## config.mk

```make
export PLATFORM = sky130hd
export DESIGN_NAME = sorted_timer_queue
export DESIGN_NICKNAME = d
export VERILOG_FILES = /design/src/rtl/stq_pkg.sv /design/src/rtl/sorted_timer_queue.sv /design/src/rtl/stq_out.sv
export SDC_FILE = /design/constraint.sdc
export NUM_CORES = 1
export LEC_CHECK = 0
export ABC_CLOCK_PERIOD_IN_PS = 4500
export BUFFER_PORTS_ARGS = -buffer_cell sky130_fd_sc_hd__buf_2
export CAP_MARGIN = 20
export CORE_MARGIN = 2
export CORE_UTILIZATION = 40
export DETAILED_ROUTE_END_ITERATION = 16
export PLACE_DENSITY = 0.59
export SLEW_MARGIN = 0
export SYNTH_ARGS = -nofsm -noshare
export SYNTH_HDL_FRONTEND = slang
export SYNTH_SLANG_ARGS = --single-unit
```

## constraint.sdc

```tcl
create_clock -name clk -period 4.5 [get_ports clk]
set_input_delay 0.45 -clock clk [delete_from_list [all_inputs] [get_ports clk]]
set_output_delay 0.45 -clock clk [all_outputs]
set_load 0.1 [all_outputs]
```

## src/rtl/stq_pkg.sv

```systemverilog
// Shared types and constants for the sorted timer queue.
// No dependencies; imported by stq_out and sorted_timer_queue.
`default_nettype none

package stq_pkg;

	localparam int OP_W      = 2;
	localparam int ID_W      = 4;
	localparam int DELAY_W   = 24;
	localparam int CFG_W     = 16;
	localparam int KIND_W    = 2;
	localparam int LEFT_W    = 32;
	localparam int S_TDATA_W = 32;
	localparam int M_TDATA_W = 40;
	localparam int M_PAD_W   = M_TDATA_W - (ID_W + 1 + LEFT_W + 1);
	localparam int MAX_FIRES = 16;
	localparam int FIRE_W    = $clog2(MAX_FIRES + 1);

	localparam logic [CFG_W-1:0] TPU_RESET = 16'd100;

	localparam logic [OP_W-1:0] OP_ADD  = 2'd0;
	localparam logic [OP_W-1:0] OP_DEL  = 2'd1;
	localparam logic [OP_W-1:0] OP_TICK = 2'd2;
	localparam logic [OP_W-1:0] OP_NOP  = 2'd3;

	typedef enum logic [KIND_W-1:0] {
		KIND_ADD,
		KIND_DEL,
		KIND_FIRED,
		KIND_IDLE
	} kind_t;

	typedef struct packed {
		kind_t           kind;
		logic [ID_W-1:0] id;
		logic            act;
		logic            empty;
		logic            last;
	} res_t;

endpackage

`default_nettype wire

```

## src/rtl/sorted_timer_queue.sv

```systemverilog
// Sorted timer queue top level: prescaled time base, ordered list and deadline memories.
// Depends on stq_pkg and stq_out.
//
// channel   dir  handshake                    contents
// cfg       in   cfg_valid / cfg_ready        ticks_per_unit
// s_axis    in   s_axis_tvalid / tready       tuser opcode; tdata timer_id, delay
// m_axis    out  m_axis_tvalid / tready       tuser kind; tdata result; tlast last result
//
// A tick advances the time base and fires due timers one at a time; a delete walks the list once.
// An add that replaces an armed timer walks the order memory twice: unlink, then link.
// Reset needs no clearing pass; input is taken only in idle.
// A stalled output holds the walk at its next result; config is taken at any time.
`default_nettype none

module sorted_timer_queue import stq_pkg::*; #(
	parameter int NUM_TIMERS = 16,
	parameter int TIME_BITS  = 32
) (
	input  logic                 clk,
	input  logic                 arst_n,
	input  logic                 cfg_valid,
	output logic                 cfg_ready,
	input  logic [CFG_W-1:0]     cfg_data,       // ticks_per_unit
	input  logic                 s_axis_tvalid,
	output logic                 s_axis_tready,
	input  logic [S_TDATA_W-1:0] s_axis_tdata,   // timer_id, delay
	input  logic [OP_W-1:0]      s_axis_tuser,   // opcode
	output logic                 m_axis_tvalid,
	input  logic                 m_axis_tready,
	output logic [M_TDATA_W-1:0] m_axis_tdata,   // fired_id, was_active, time_left, queue_empty
	output logic [KIND_W-1:0]    m_axis_tuser,   // kind
	output logic                 m_axis_tlast
);

	localparam int SW = $clog2(NUM_TIMERS);
	localparam int CW = $clog2(NUM_TIMERS + 1);

	typedef enum logic [3:0] {
		S_IDLE,
		S_UNLINK,
		S_LINK_INIT,
		S_LINK,
		S_INSERT,
		S_REF1,
		S_REF2,
		S_REF3,
		S_EMIT_OP,
		S_FIRE_CHK,
		S_FIRE_EMIT
	} state_t;

	function automatic logic [SW-1:0] ring_addr(input logic [SW-1:0] base,
		input logic [SW-1:0] pos);
		logic [SW:0] sum;
		sum = {1'b0, base} + {1'b0, pos};
		if (sum >= (SW+1)'(NUM_TIMERS)) begin
			sum = sum - (SW+1)'(NUM_TIMERS);
		end
		return sum[SW-1:0];
	endfunction

	state_t                state_q;
	logic [CFG_W-1:0]      tpu_q;
	logic [CFG_W-1:0]      prescale_q;
	logic [TIME_BITS-1:0]  now_q;
	logic [CW-1:0]         count_q;
	logic [NUM_TIMERS-1:0] active_q;
	logic [SW-1:0]         head_ptr_q;
	logic [SW-1:0]         head_id_q;
	logic [TIME_BITS-1:0]  head_dl_q;
	logic [OP_W-1:0]       op_q;
	logic [ID_W-1:0]       id_q;
	logic [SW-1:0]         slot_q;
	logic                  act_q;
	logic [TIME_BITS-1:0]  dl_new_q;
	logic [SW-1:0]         iss_pos_q;
	logic [CW-1:0]         iss_left_q;
	logic                  found_q;
	logic [SW-1:0]         ins_pos_q;
	logic [FIRE_W-1:0]     fires_q;
	logic [SW-1:0]         fired_q;
	logic                  v_s1;
	logic [SW-1:0]         pos_s1;
	logic                  v_s2;
	logic [SW-1:0]         pos_s2;
	logic [SW-1:0]         id_s2;

	logic [SW-1:0]         order_mem [NUM_TIMERS];
	logic [TIME_BITS-1:0]  dl_mem [NUM_TIMERS];
	logic [SW-1:0]         order_rd_q;
	logic [TIME_BITS-1:0]  dl_rd_q;

	logic                  accept;
	logic [OP_W-1:0]       s_op;
	logic [ID_W-1:0]       s_id;
	logic [DELAY_W-1:0]    s_delay;
	logic [SW-1:0]         s_slot;
	logic                  id_ok;
	logic [CFG_W-1:0]      p_inc;
	logic                  cond_fire;
	logic                  out_free;
	logic                  load;
	res_t                  res;
	logic                  order_we;
	logic [SW-1:0]         order_waddr;
	logic [SW-1:0]         order_wdata;
	logic [SW-1:0]         order_raddr;
	logic                  dl_we;
	logic [TIME_BITS-1:0]  dl_wdata;

	assign cfg_ready     = 1'b1;
	assign s_axis_tready = (state_q == S_IDLE);
	assign accept        = s_axis_tvalid && s_axis_tready;
	assign s_op          = s_axis_tuser;
	assign s_id          = s_axis_tdata[ID_W-1:0];
	assign s_delay       = s_axis_tdata[ID_W +: DELAY_W];
	assign s_slot        = SW'(s_id);
	assign id_ok         = int'(s_id) < NUM_TIMERS;
	assign p_inc         = prescale_q + CFG_W'(1);
	assign cond_fire     = (count_q != '0) && (head_dl_q <= now_q)
		&& (fires_q < FIRE_W'(MAX_FIRES));

	assign dl_we    = accept && (s_op == OP_ADD) && id_ok;
	assign dl_wdata = now_q + TIME_BITS'(s_delay);

	assign order_raddr = (state_q == S_REF1) ? head_ptr_q : ring_addr(head_ptr_q, iss_pos_q);

	always_comb begin
		order_we    = 1'b0;
		order_waddr = ring_addr(head_ptr_q, ins_pos_q);
		order_wdata = slot_q;
		unique case (state_q)
			S_UNLINK: begin
				order_we    = v_s1 && found_q && (order_rd_q != slot_q);
				order_waddr = ring_addr(head_ptr_q, pos_s1 - SW'(1));
				order_wdata = order_rd_q;
			end
			S_LINK: begin
				order_we    = v_s2 && (dl_rd_q > dl_new_q);
				order_waddr = ring_addr(head_ptr_q, pos_s2 + SW'(1));
				order_wdata = id_s2;
			end
			S_INSERT: begin
				order_we = 1'b1;
			end
			default: begin
				order_we = 1'b0;
			end
		endcase
	end

	always_ff @(posedge clk) begin
		if (order_we) begin
			order_mem[order_waddr] <= order_wdata;
		end
		order_rd_q <= order_mem[order_raddr];
	end

	always_ff @(posedge clk) begin
		if (dl_we) begin
			dl_mem[s_slot] <= dl_wdata;
		end
		dl_rd_q <= dl_mem[order_rd_q];
	end

	always_comb begin
		load       = 1'b0;
		res.kind   = KIND_ADD;
		res.id     = id_q;
		res.act    = 1'b0;
		res.empty  = (count_q == '0);
		res.last   = 1'b1;
		unique case (state_q)
			S_EMIT_OP: begin
				load     = out_free;
				res.kind = (op_q == OP_DEL) ? KIND_DEL : KIND_ADD;
				res.act  = act_q;
			end
			S_FIRE_CHK: begin
				load     = out_free && !cond_fire;
				res.kind = KIND_IDLE;
				res.id   = '0;
			end
			S_FIRE_EMIT: begin
				load     = out_free;
				res.kind = KIND_FIRED;
				res.id   = ID_W'(fired_q);
				res.last = !cond_fire;
			end
			default: begin
				load = 1'b0;
			end
		endcase
	end

	always_ff @(posedge clk or negedge arst_n) begin
		if (!arst_n) begin
			state_q    <= S_IDLE;
			tpu_q      <= TPU_RESET;
			prescale_q <= '0;
			now_q      <= '0;
			count_q    <= '0;
			active_q   <= '0;
			head_ptr_q <= '0;
			head_id_q  <= '0;
			head_dl_q  <= '0;
			op_q       <= OP_ADD;
			id_q       <= '0;
			slot_q     <= '0;
			act_q      <= 1'b0;
			dl_new_q   <= '0;
			iss_pos_q  <= '0;
			iss_left_q <= '0;
			found_q    <= 1'b0;
			ins_pos_q  <= '0;
			fires_q    <= '0;
			fired_q    <= '0;
			v_s1       <= 1'b0;
			pos_s1     <= '0;
			v_s2       <= 1'b0;
			pos_s2     <= '0;
			id_s2      <= '0;
		end else begin
			if (cfg_valid) begin
				tpu_q <= cfg_data;
			end
			unique case (state_q)
				S_IDLE: begin
					if (accept) begin
						op_q       <= s_op;
						id_q       <= s_id;
						slot_q     <= s_slot;
						dl_new_q   <= dl_wdata;
						act_q      <= 1'b0;
						found_q    <= 1'b0;
						iss_pos_q  <= '0;
						iss_left_q <= count_q;
						v_s1       <= 1'b0;
						v_s2       <= 1'b0;
						fires_q    <= '0;
						unique case (s_op)
							OP_ADD: begin
								if (!id_ok) begin
									state_q <= S_EMIT_OP;
								end else if (active_q[s_slot]) begin
									state_q <= S_UNLINK;
								end else begin
									state_q <= S_LINK_INIT;
								end
							end
							OP_DEL: begin
								if (id_ok && active_q[s_slot]) begin
									act_q   <= 1'b1;
									state_q <= S_UNLINK;
								end else begin
									state_q <= S_EMIT_OP;
								end
							end
							OP_TICK: begin
								if (p_inc >= tpu_q) begin
									prescale_q <= '0;
									now_q      <= now_q + TIME_BITS'(1);
								end else begin
									prescale_q <= p_inc;
								end
								state_q <= S_FIRE_CHK;
							end
							default: begin
								state_q <= S_IDLE;
							end
						endcase
					end
				end
				S_UNLINK: begin
					if (iss_left_q != '0) begin
						v_s1       <= 1'b1;
						pos_s1     <= iss_pos_q;
						iss_pos_q  <= iss_pos_q + SW'(1);
						iss_left_q <= iss_left_q - CW'(1);
					end else begin
						v_s1 <= 1'b0;
					end
					if (v_s1) begin
						if (order_rd_q == slot_q) begin
							found_q <= 1'b1;
						end
						if (CW'(pos_s1) == count_q - CW'(1)) begin
							count_q          <= count_q - CW'(1);
							active_q[slot_q] <= 1'b0;
							state_q          <= (op_q == OP_ADD) ? S_LINK_INIT : S_REF1;
						end
					end
				end
				S_LINK_INIT: begin
					iss_pos_q  <= SW'(count_q - CW'(1));
					iss_left_q <= count_q;
					v_s1       <= 1'b0;
					v_s2       <= 1'b0;
					if (count_q == '0) begin
						ins_pos_q <= '0;
						state_q   <= S_INSERT;
					end else begin
						state_q <= S_LINK;
					end
				end
				S_LINK: begin
					if (iss_left_q != '0) begin
						v_s1       <= 1'b1;
						pos_s1     <= iss_pos_q;
						iss_pos_q  <= iss_pos_q - SW'(1);
						iss_left_q <= iss_left_q - CW'(1);
					end else begin
						v_s1 <= 1'b0;
					end
					v_s2   <= v_s1;
					pos_s2 <= pos_s1;
					id_s2  <= order_rd_q;
					if (v_s2) begin
						if (dl_rd_q > dl_new_q) begin
							if (pos_s2 == '0) begin
								ins_pos_q <= '0;
								state_q   <= S_INSERT;
							end
						end else begin
							ins_pos_q <= pos_s2 + SW'(1);
							state_q   <= S_INSERT;
						end
					end
				end
				S_INSERT: begin
					count_q          <= count_q + CW'(1);
					active_q[slot_q] <= 1'b1;
					state_q          <= S_REF1;
				end
				S_REF1: begin
					if (count_q == '0) begin
						state_q <= (op_q == OP_TICK) ? S_FIRE_EMIT : S_EMIT_OP;
					end else begin
						state_q <= S_REF2;
					end
				end
				S_REF2: begin
					head_id_q <= order_rd_q;
					state_q   <= S_REF3;
				end
				S_REF3: begin
					head_dl_q <= dl_rd_q;
					state_q   <= (op_q == OP_TICK) ? S_FIRE_EMIT : S_EMIT_OP;
				end
				S_EMIT_OP: begin
					if (out_free) begin
						state_q <= S_IDLE;
					end
				end
				S_FIRE_CHK: begin
					if (cond_fire) begin
						active_q[head_id_q] <= 1'b0;
						head_ptr_q          <= ring_addr(head_ptr_q, SW'(1));
						count_q             <= count_q - CW'(1);
						fired_q             <= head_id_q;
						fires_q             <= fires_q + FIRE_W'(1);
						state_q             <= S_REF1;
					end else if (out_free) begin
						state_q <= S_IDLE;
					end
				end
				S_FIRE_EMIT: begin
					if (out_free) begin
						if (cond_fire) begin
							active_q[head_id_q] <= 1'b0;
							head_ptr_q          <= ring_addr(head_ptr_q, SW'(1));
							count_q             <= count_q - CW'(1);
							fired_q             <= head_id_q;
							fires_q             <= fires_q + FIRE_W'(1);
							state_q             <= S_REF1;
						end else begin
							state_q <= S_IDLE;
						end
					end
				end
				default: begin
					state_q <= S_IDLE;
				end
			endcase
		end
	end

	stq_out #(
		.TIME_BITS(TIME_BITS)
	) u_out (
		.clk          (clk),
		.arst_n       (arst_n),
		.load         (load),
		.res          (res),
		.head_dl      (head_dl_q),
		.now_units    (now_q),
		.free         (out_free),
		.m_axis_tvalid(m_axis_tvalid),
		.m_axis_tready(m_axis_tready),
		.m_axis_tdata (m_axis_tdata),
		.m_axis_tuser (m_axis_tuser),
		.m_axis_tlast (m_axis_tlast)
	);

`ifndef NO_ASSERTIONS
	a_count_range: assert property (@(posedge clk) disable iff (!arst_n)
		count_q <= CW'(NUM_TIMERS))
		else $error("queued count beyond slot count");

	a_count_match: assert property (@(posedge clk) disable iff (!arst_n)
		state_q == S_IDLE |-> $countones(active_q) == int'(count_q))
		else $error("queued count disagrees with active slots");

	a_head_active: assert property (@(posedge clk) disable iff (!arst_n)
		(state_q == S_IDLE && count_q != '0) |-> active_q[head_id_q])
		else $error("cached head is not an active slot");

	a_fired_gone: assert property (@(posedge clk) disable iff (!arst_n)
		state_q == S_FIRE_EMIT |-> !active_q[fired_q])
		else $error("fired timer still active");
`endif

endmodule

`default_nettype wire

```

## src/rtl/stq_out.sv

```systemverilog
// Result register of the sorted timer queue: works out the time left and holds one result.
// Depends on stq_pkg.
`default_nettype none

module stq_out import stq_pkg::*; #(
	parameter int TIME_BITS = 32
) (
	input  logic                 clk,
	input  logic                 arst_n,
	input  logic                 load,
	input  res_t                 res,
	input  logic [TIME_BITS-1:0] head_dl,
	input  logic [TIME_BITS-1:0] now_units,
	output logic                 free,
	output logic                 m_axis_tvalid,
	input  logic                 m_axis_tready,
	output logic [M_TDATA_W-1:0] m_axis_tdata,  // fired_id, was_active, time_left, queue_empty
	output logic [KIND_W-1:0]    m_axis_tuser,  // kind
	output logic                 m_axis_tlast
);

	logic [TIME_BITS-1:0] diff;
	logic [LEFT_W-1:0]    left;
	logic                 tvalid_q;
	logic [M_TDATA_W-1:0] tdata_q;
	logic [KIND_W-1:0]    tuser_q;
	logic                 tlast_q;

	assign diff = head_dl - now_units;

	always_comb begin
		if (res.empty || !(head_dl > now_units)) begin
			left = '0;
		end else if (TIME_BITS > LEFT_W && (diff >> LEFT_W) != '0) begin
			left = '1;
		end else begin
			left = LEFT_W'(diff);
		end
	end

	assign free = !tvalid_q || m_axis_tready;

	always_ff @(posedge clk or negedge arst_n) begin
		if (!arst_n) begin
			tvalid_q <= 1'b0;
		end else if (load) begin
			tvalid_q <= 1'b1;
		end else if (m_axis_tready) begin
			tvalid_q <= 1'b0;
		end
	end

	always_ff @(posedge clk) begin
		if (load) begin
			tdata_q <= {M_PAD_W'(0), res.empty, left, res.act, res.id};
			tuser_q <= res.kind;
			tlast_q <= res.last;
		end
	end

	assign m_axis_tvalid = tvalid_q;
	assign m_axis_tdata  = tdata_q;
	assign m_axis_tuser  = tuser_q;
	assign m_axis_tlast  = tlast_q;

endmodule

`default_nettype wire

```

==> flow_summary_export.csv <==
group,metric,value,unit
route,drc,0,
setup_path,cp-end-kind,"flip-flop",
yosys,syn_inst,2622,
floorplanning,die-area,98700,sq um
global_route,grtUsageMet1,26.56,%
clock_network,cts_sinks,859,
timing,fin_crit,4.080,ns
yosys,synthAdderAreaFrac,4.259,%
route,viasPerCell,5.518,
power,clkPwrFrac,29.1,%
yosys,yosysSeqAreaShare,63.43,%
placement,placed_area,41020,sq um
clock_network,ctsHtreeMaxLevel,3,
hold_path,whs_path_depth,3,
timing,hold_violations,0,
clock_network,cts_tree,"done",
timing,post-route-period-util,90.66,%
timing,finClkSkew,0.07406,ns
yosys,synth_top_family_by_area,"multiplexers",
yosys,synth_seq_cells,859,
route,drtIter0Drc,1953,
yosys,synth_compound_area_share,6.617,%
power,irDropWorstVdd,0.0004821,V
setup_path,worstPathRequired,5.11,ns
yosys,synth_cell_types,83,
timing,rsz0062_at_grt,"false",
power,switching_power,9.212,mW
setup_path,r2r_start,"prescale_q[0]",
setup_path,critPathSlowestCell,"dfrtp_1",
setup_path,crit_start,"prescale_q[0]",
route,drt_first_pass_iters,7,
setup_path,cp-start-kind,"flip-flop",
power,p_leak,16.45,nW
layout,drive_gt1_share,21.52,%
clock_network,numCtsBuffers,91,
clock_network,ctsHoldBuffers,17,
global_route,antenna_found_initial,2,
power,power_density,618.1,nW/um^2
yosys,yosysTopAreaCell,"edfxtp_1",
layout,nNetsFinal,2981,
layout,n_antenna_cell,0,
setup_path,timing.critical_path.cells,"ha_1 > nand3_1 > nor2_1 > and3_1 > and3_1 > and3_1 > nand3_1 > xnor2_1 > ha_1 > nand4_1 > o21ai_0 > nand2_1 > buf_4 > nor4_1 > xnor2_1",
route,drt_wl_total,92480,um
clock_network,ctsResizeCount,0,
setup_path,r2r_setup_slack,0.42,ns
timing,finalSetupViolCount,0,
yosys,synth-async-reset-ratio,23.98,%
clock_network,path_clk_slew,0.07,ns
power,seq_power_share,38.5,%
global_route,grt_use_met2,30.90,%
global_route,busiest_layer,"met2",
power,p_sw_share,33.48,%
yosys,synth_mux_area_share,12.63,%
global_route,gr-usage-met3,2.622,%
clock_network,clk_path_buf_depth,3,
setup_path,max_stage_delay,0.43,ns
clock_network,clockRootBuffer,"clkbuf_16",
timing,fin_hold_ws,0.07527,ns
route,num_vias,22860,
floorplanning,pin_count,101,
outcome,outcome,"completed",
route,wl_per_cell,22.33,um
floorplanning,fp-row-count,113,
placement,place_congestion,0.8904,
power,intPower,18.30,mW
layout,syn_to_final_growth,15.69,%
floorplanning,die_w,314.2,um
clock_network,clock_latency,0.68,ns
global_route,grt.overflow.total,0,
layout,finalNonFillerCells,4142,
layout,final_core_util,46.79,%
placement,portBuffers,93,
setup_path,cp_max_fo,13,
placement,hpwlAfterDp,60070,um
setup_path,cp.arrival,4.69,ns
global_route,grt_pass1_wl,142400,um
yosys,ys_top_cells_by_area,"edfxtp_1, dfrtp_1, mux4_2",
global_route,grt_max_degree,132,
placement,dp_cells,3949,
timing,slew-limit-headroom,33.52,%
timing,fmax,245.1,MHz
floorplanning,die_h,314.2,um
route,ant_nets,0,
setup_path,crit_top_cell,"and3_1",
layout,layout.cell_area.non_filler,44520,sq um
yosys,synth-simple-area-share,7.634,%
setup_path,critical_path_class,"reg -> reg",
yosys,syn_avg_cell_area,14.68,sq um
floorplanning,start_util,40.44,%
layout,mostFrequentLayoutCell,"edfxtp_1",
setup_path,r2r_cells,15,
clock_network,post_cts_buffers,0,
yosys,synthesis.area,38480,sq um
yosys,synth_ff_type,"edfxtp_1",
global_route,first_global_vias,23260,
yosys,yosys_warnings,0,
global_route,grtUsageTotal,18.88,%
hold_path,min_path_type,"in -> reg",
setup_path,r2r_end,"now_q[18]",
yosys,synth_edf_count,617,
flow_run,drv_cap,0,
power,power_frac_comb,32.3,%
timing,slew_violations,0,
timing,max_slew.worst_pin.slew,0.9972,ns
yosys,yosysTopAreaCellShare,48.15,%
setup_path,cp-endpoint,"now_q[18]",
yosys,synth_xor_area_share,2.933,%
floorplanning,coreArea,95150,sq um
timing,tns,0,ns
layout,final_cell_mix,"edfxtp_1, dfrtp_1, nand2_1",
Yosys cell counts (all sizes together), types with 30 or more instances:
cell,number
a21o,39
a21oi,109
buf,30
clkbuf,83
dfrtp,203
dfxtp,36
edfxtp,617
ha,123
inv,131
mux2,64
mux4,181
nand2,190
nand3,55
nand4,30
nor2,112
nor2b,32
nor3,70
o21ai,126
xnor2,91
xor2,37
worst min path at each step:
stage               startpoint  endpoint  slack (ns)
4_1_cts        s_axis_tuser[0]   op_q[0]        0.01
3_5_place_dp            arst_n  tpu_q[8]        0.42
6_report       s_axis_tuser[0]   op_q[0]        0.08
2_1_floorplan           arst_n     act_q        0.15
5_1_grt        s_axis_tuser[0]   op_q[0]        0.05
3_3_place_gp            arst_n  tpu_q[7]        0.42
layout make-up:
class                      count  area [sq um]
fill                        8125         50630
timing repair buffer         195          1459
inverter                     131         491.7
tap                         1265          1583
sequential                   859         24420
clock inverter                48         684.4
clock buffer                 124          2596
multi-input combinational   1520         13290
state kept, by name (all words and copies together) (netlist names), 16 cells and up:
register / count
active_q: 16
dl_mem: 512
dl_new_q: 32
dl_rd_q: 32
head_dl_q: 32
now_q: 32
order_mem: 64
prescale_q: 16
tpu_q: 16
u_out.m_axis_tdata: 38
cell families after synthesis:
family | Yosys count
other | 2
xor gates and xnor gates | 128
muxes | 251
adders and majority gates | 128
DFF | 859
AOI/OAI and AO/OA | 408
and+or+nand+nor | 602
buffers and inverters | 244
power by group through the flow:
| stage | sequential, mW | combinational (mW) | clock [mW] |
|---|---|---|---|
| 2_1_floorplan | 10.5 | 6.48 | 0 |
| 3_3_place_gp | 10.7 | 8.68 | 0 |
| 3_5_place_dp | 10.8 | 8.87 | 0 |
| 4_1_cts | 10.6 | 8.94 | 8.21 |
| 5_1_grt | 10.7 | 9.72 | 8.54 |
| 6_report | 10.6 | 8.90 | 8.02 |
critical path: cells and delay by family, from the launching register on:
kind | cells | cell delay [ns]
xor+xnor | 2 | 0.32
fa+ha+maj | 2 | 0.57
compound gates | 1 | 0.39
flops | 1 | 0.43
buf+inv | 1 | 0.27
simple gates | 9 | 2.03
metrics by stage:
step	setup WS (ns)	power [mW]
after floorplan	0.2367	17.00
after global placement	0.5507	19.40
after detailed placement	0.3676	19.63
after CTS	0.4629	27.75
after global routing	0.1141	28.97
final	0.4204	27.52
per-layer routing:
metal  vias to the layer above  part of all wire [%]  routed length, um
li1                      10370                     -                  -
met3                       133                   5.5               5079
met2                       682                    48              44300
met5                         -                     0                  0
met1                     11670                    44              41130
met4                         0                   2.1               1972
Power figures use the tool's default switching activity.
